File: src/ffc_pkg.sv
// shared types, constants and tables for the fiducial follow controller
package ffc_pkg;

    typedef enum logic [4:0] {
        S_IDLE,
        S_SQ,
        S_SQRT,
        S_NUM,
        S_DCHK,
        S_DIVD,
        S_MULX,
        S_DIVX,
        S_XFIN,
        S_CINIT_Y,
        S_CORD_Y,
        S_CFIN_Y,
        S_CINIT_L,
        S_CORD_L,
        S_CFIN_L,
        S_MULL,
        S_MULA,
        S_DONE
    } t_state;

    typedef struct packed {
        logic [15:0] edge_len;
        logic [15:0] focal_x;
        logic [13:0] principal_x;
        logic [15:0] range_set;
        logic [15:0] range_gain;
        logic [15:0] head_gain;
        logic [13:0] lin_limit;
        logic [14:0] rot_limit;
    } t_cfg;

    typedef struct packed {
        t_state     op;
        logic [4:0] step;
        logic       load_in;
        logic       load_out;
        logic       stop;
    } t_cmd;

    typedef struct packed {
        logic out_free;
    } t_status;

    localparam logic [3:0] CFG_EDGE_LEN    = 4'd0;
    localparam logic [3:0] CFG_FOCAL_X     = 4'd1;
    localparam logic [3:0] CFG_PRINCIPAL_X = 4'd2;
    localparam logic [3:0] CFG_RANGE_SET   = 4'd3;
    localparam logic [3:0] CFG_RANGE_GAIN  = 4'd4;
    localparam logic [3:0] CFG_HEAD_GAIN   = 4'd5;
    localparam logic [3:0] CFG_LIN_LIMIT   = 4'd6;
    localparam logic [3:0] CFG_ROT_LIMIT   = 4'd7;

    localparam logic [15:0] RST_EDGE_LEN    = 16'd3277;
    localparam logic [15:0] RST_FOCAL_X     = 16'd4944;
    localparam logic [13:0] RST_PRINCIPAL_X = 14'd5120;
    localparam logic [15:0] RST_RANGE_SET   = 16'd2458;
    localparam logic [15:0] RST_RANGE_GAIN  = 16'd3277;
    localparam logic [15:0] RST_HEAD_GAIN   = 16'd8192;
    localparam logic [13:0] RST_LIN_LIMIT   = 14'd1229;
    localparam logic [14:0] RST_ROT_LIMIT   = 15'd4096;

    localparam logic [2:0]  MISS_LIMIT = 3'd3;
    localparam logic [2:0]  MISS_MAX   = 3'd7;

    localparam int SQRT_STEPS = 19;
    localparam int DIVD_STEPS = 16;
    localparam int DIVX_STEPS = 30;
    localparam int CORD_STEPS = 16;

    localparam logic signed [18:0] ROT_Q16     = 19'sd102944;
    localparam logic signed [14:0] PI_Q12      = 15'sd12868;
    localparam logic [16:0]        DEADBAND    = 17'd410;
    localparam logic [13:0]        LIN_CAP     = 14'd8192;
    localparam logic [14:0]        ANG_CAP     = 15'd16384;

    function automatic logic [15:0] atan_q16(input logic [3:0] i);
        logic [15:0] v;
        case (i)
            4'd0:    v = 16'd51472;
            4'd1:    v = 16'd30386;
            4'd2:    v = 16'd16055;
            4'd3:    v = 16'd8150;
            4'd4:    v = 16'd4091;
            4'd5:    v = 16'd2047;
            4'd6:    v = 16'd1024;
            4'd7:    v = 16'd512;
            4'd8:    v = 16'd256;
            4'd9:    v = 16'd128;
            4'd10:   v = 16'd64;
            4'd11:   v = 16'd32;
            4'd12:   v = 16'd16;
            4'd13:   v = 16'd8;
            4'd14:   v = 16'd4;
            4'd15:   v = 16'd2;
            default: v = 16'd0;
        endcase
        return v;
    endfunction

endpackage

File: src/ffc_ctrl.sv
// sequencer for the range, offset, angle and speed computation
module ffc_ctrl (
    input  logic              i_clk,
    input  logic              i_rst_n,
    input  logic              i_in_valid,
    input  logic              i_tag_found,
    input  ffc_pkg::t_status  i_status,
    output ffc_pkg::t_cmd     o_cmd,
    output logic              o_in_ready
);

    ffc_pkg::t_state r_state, n_state;
    logic [4:0]      r_step, n_step;
    logic [2:0]      r_miss, n_miss;
    logic            r_stop, n_stop;
    logic            accept;
    logic [2:0]      miss_inc;

    assign accept   = (r_state == ffc_pkg::S_IDLE) && i_in_valid;
    assign miss_inc = (r_miss == ffc_pkg::MISS_MAX) ? r_miss : r_miss + 3'd1;

    always_ff @(posedge i_clk) begin
        if (!i_rst_n) begin
            r_state <= ffc_pkg::S_IDLE;
            r_step  <= '0;
            r_miss  <= '0;
            r_stop  <= 1'b0;
        end else begin
            r_state <= n_state;
            r_step  <= n_step;
            r_miss  <= n_miss;
            r_stop  <= n_stop;
        end
    end

    // next state
    always_comb begin
        n_state = r_state;
        n_step  = r_step - 5'd1;
        n_miss  = r_miss;
        n_stop  = r_stop;
        case (r_state)
            ffc_pkg::S_IDLE: begin
                if (accept) begin
                    n_stop = ~i_tag_found;
                    if (i_tag_found) begin
                        n_miss  = '0;
                        n_state = ffc_pkg::S_SQ;
                    end else begin
                        n_miss = miss_inc;
                        if (miss_inc > ffc_pkg::MISS_LIMIT) n_state = ffc_pkg::S_DONE;
                    end
                end
            end
            ffc_pkg::S_SQ: begin
                n_state = ffc_pkg::S_SQRT;
                n_step  = 5'(ffc_pkg::SQRT_STEPS - 1);
            end
            ffc_pkg::S_SQRT: begin
                if (r_step == '0) n_state = ffc_pkg::S_NUM;
            end
            ffc_pkg::S_NUM: n_state = ffc_pkg::S_DCHK;
            ffc_pkg::S_DCHK: begin
                n_state = ffc_pkg::S_DIVD;
                n_step  = 5'(ffc_pkg::DIVD_STEPS - 1);
            end
            ffc_pkg::S_DIVD: begin
                if (r_step == '0) n_state = ffc_pkg::S_MULX;
            end
            ffc_pkg::S_MULX: begin
                n_state = ffc_pkg::S_DIVX;
                n_step  = 5'(ffc_pkg::DIVX_STEPS - 1);
            end
            ffc_pkg::S_DIVX: begin
                if (r_step == '0) n_state = ffc_pkg::S_XFIN;
            end
            ffc_pkg::S_XFIN: n_state = ffc_pkg::S_CINIT_Y;
            ffc_pkg::S_CINIT_Y: begin
                n_state = ffc_pkg::S_CORD_Y;
                n_step  = 5'(ffc_pkg::CORD_STEPS - 1);
            end
            ffc_pkg::S_CORD_Y: begin
                if (r_step == '0) n_state = ffc_pkg::S_CFIN_Y;
            end
            ffc_pkg::S_CFIN_Y: n_state = ffc_pkg::S_CINIT_L;
            ffc_pkg::S_CINIT_L: begin
                n_state = ffc_pkg::S_CORD_L;
                n_step  = 5'(ffc_pkg::CORD_STEPS - 1);
            end
            ffc_pkg::S_CORD_L: begin
                if (r_step == '0) n_state = ffc_pkg::S_CFIN_L;
            end
            ffc_pkg::S_CFIN_L: n_state = ffc_pkg::S_MULL;
            ffc_pkg::S_MULL:   n_state = ffc_pkg::S_MULA;
            ffc_pkg::S_MULA:   n_state = ffc_pkg::S_DONE;
            ffc_pkg::S_DONE: begin
                if (i_status.out_free) n_state = ffc_pkg::S_IDLE;
            end
            default: n_state = ffc_pkg::S_IDLE;
        endcase
    end

    // outputs
    always_comb begin
        o_cmd.op       = r_state;
        o_cmd.step     = r_step;
        o_cmd.stop     = r_stop;
        o_cmd.load_in  = accept;
        o_cmd.load_out = (r_state == ffc_pkg::S_DONE) && i_status.out_free;
        o_in_ready     = (r_state == ffc_pkg::S_IDLE);
    end

endmodule

File: config.mk
export PLATFORM = sky130hd
export DESIGN_NAME = ffc_ctrl
export DESIGN_NICKNAME = d
export VERILOG_FILES = /design/src/ffc_pkg.sv /design/src/ffc_ctrl.sv
export SDC_FILE = /design/constraint.sdc
export NUM_CORES = 1
export LEC_CHECK = 0
export BUFFER_PORTS_ARGS = -buffer_cell sky130_fd_sc_hd__buf_2
export CORE_ASPECT_RATIO = 0.6
export CORE_MARGIN = 8
export CORE_UTILIZATION = 25
export DETAILED_ROUTE_END_ITERATION = 10
export PLACE_DENSITY = 0.49
export SLEW_MARGIN = 20
export SYNTH_ARGS = -nofsm -noshare
export SYNTH_HDL_FRONTEND = slang
export SYNTH_SLANG_ARGS = --single-unit
File: constraint.sdc
create_clock -name i_clk -period 2.4 [get_ports i_clk]
set_clock_uncertainty 0.2 [all_clocks]
set_input_delay 0.48 -clock i_clk [delete_from_list [all_inputs] [get_ports i_clk]]
set_output_delay 0.48 -clock i_clk [all_outputs]
set_load 0.1 [all_outputs]
==> flow_summary.ini <==
[yosys]
ys_top_cells_by_area = dfxtp_1, xnor2_1, ha_1
yosysUniqueCellTypes = 37
netlist_area_um2 = 873.3
synth_top_area_cell = dfxtp_1
synth_edf_count = 0
async_flop_share = 0
synthCells = 107
ys_seq_area_frac = 0.3209
synth_ff_type = dfxtp_1
synth_warnings = 0
synthesis.nets = 115
yosysMostFrequentCell = dfxtp_1
synth_top_cell_area_share = 0.3209
ys_ff_latch = 14
syn-mean-instance-area_um2 = 8.162
synth_common_cells = dfxtp_1, nand2_1, nor2_1

[clock_network]
clockBufferDepth = 2
cts_tree = done
cts_htree_levels = 1
ctsHoldBuffers = 0
clk_latency_ns = 0.25
clk_pin_slew_ns = 0.06
clockRootBuffer = clkbuf_8
clock_sinks = 14
cts_buffers = 3

[sta]
slew_headroom = 0.6577
fin_ws_ns = 0.05093
worst_slew_pin_slew_ns = 0.5063
drv_slew = 0
final-setup-viol-count = 0
period_needed_ns = 2.349
hold_viol = 0
rsz0062_at_grt = no
fmax_mhz = 425.7
period_share = 0.9788

[worst_setup_path]
startpoint_type = flop
path_class = flop to output pin
reg2reg_slack_ns = 0.44
cp_max_fo = 11
cp_data_required_time_ns = 1.72
rr_startpoint = r_state[3]
cp-startpoint = r_state[3]
endpoint_kind = output pin
arrival_ns = 1.67
reg2reg_depth = 5
r2r-end = r_miss[2]
crit_end = o_cmd[2]

[placement]
hpwl_um = 1611
place_inst = 162
io_buffer_count = 18
dp_slack_ns = 0.2792
gp_congestion = 0.8180

[drt]
via_count = 788
wl_per_cell_um = 12.91
vias_per_cell = 4.776
first_iter_violations = 105
drt-total-wl_um = 2130
antenna_left = 0
drc = 0
first_pass_iters = 4

[global_route]
grt_max_degree = 20
gr-total-overflow = 0
grt_pass1_vias = 746
grt.total_usage = 0.07819
antenna_found_initial = 0
grt_first_pass_wirelength_um = 3519

[layout]
drive_above_1_share = 0.3083
syn_to_final_growth_pct = 26.79
final_cells = 165
fin_util = 0.3352
n_antenna_cell = 0
nFillCells = 350
final_nets = 130

[hold_path]
worstHoldStart = r_stop
hold_class = flop to flop

[run]
max_cap_violations = 0

[floorplan]
core_area_um2 = 3303
rows = 16
dieArea_um2 = 5703
fp.dieH_um = 61.78
initial_utilization = 0.2644
die-width_um = 92.31
io_pins = 19

[status]
status = completed
==> sequential cells by signal, indices dropped and copies added, names as in the netlist <==
| signal | cells |
|---|---|
| r_state | 5 |
| r_step | 5 |
| r_miss | 3 |
| r_stop | 1 |
==> cells in the final DEF (no fill, tap or decap), types with 2 or more instances in the layout <==
cell type   n
buf_2      16
nand2_1    10
dfxtp_1     7
o21ai_0     6
nor2_1      6
xnor2_1     5
dfxtp_4     5
inv_1       4
o21a_1      4
a21oi_1     4
nand2b_1    3
nor2b_1     3
nor3_1      3
nor3b_1     3
ha_1        3
clkbuf_8    3
and2_1      2
o32ai_1     2
a32oi_1     2
a22oi_1     2
o22ai_1     2
buf_12      2
dfxtp_2     2
==> area by class of cell <==
class | count | area, µm² | share of cell area
clock buffer | 3 | 41.29 | 0.03729
inverter | 4 | 15.01 | 0.01356
multi-input combinational | 80 | 565.5 | 0.5107
sequential | 14 | 301.5 | 0.2723
tap | 45 | 56.30 | 0.05085
timing repair buffer | 19 | 127.6 | 0.1153
==> repair_timing <==
action,4_1_cts,5_1_grt
buffers inserted,0,0
endpoints found under the setup margin,0,1
resized for setup,0,1
==> worst max-delay path, cell delays in order (launching register included) <==
cell and delay (ns):
dfxtp_4 0.38, or4_4 0.59, nor3b_4 0.25, buf_12 0.21
==> metrics by stage <==
| step | hold WS (ns) | TNS (ns) | instance area, µm² |
|---|---|---|---|
| 2_1_floorplan | 0.2419 | -0.1970 | 950.9 |
| 3_3_place_gp | 0.2458 | 0 | 1064 |
| 3_5_place_dp | 0.2612 | 0 | 1064 |
| 4_1_cts | 0.2748 | 0 | 1105 |
| 5_1_grt | 0.3017 | 0 | 1107 |
| 6_report | 0.2725 | 0 | 1107 |
==> routing by layer <==
layer | wire length [µm] | share of wire | global-route usage | up-vias
met5 | 0 | 0 | 0 | -
met3 | 83 | 0.039 | 0.02998 | 2
met1 | 1112 | 0.52 | 0.09429 | 358
met4 | 26 | 0.012 | 0.02727 | 0
li1 | - | - | - | 413
met2 | 907 | 0.43 | 0.1265 | 15
==> how the worst min path moves through the flow <==
| stage | end | cells past startpoint |
|---|---|---|
| finish | r_stop | 1 |
| global route | r_stop | 1 |
| CTS | r_stop | 1 |
| detailed placement | r_stop | 1 |
| global placement | r_stop | 1 |
| floorplan | r_stop | 1 |
==> cells by family (layout without fill, tap and decap cells) <==
logic type                 count (synthesis)  after routing  share of synthesized area
AOI/OAI and AO/OA                         28             28                     0.2206
xor gates and xnor gates                   5              5                    0.05014
adders and majority gates                  3              3                    0.04298
buffers and inverters                     13             26                    0.06875
DFF                                       14             14                     0.3209
and+or+nand+nor                           44             44                     0.2966
Power is left out: the tool's default activity adds up to more than one toggle a clock period on the data nets, which glitch-free logic cannot reach.
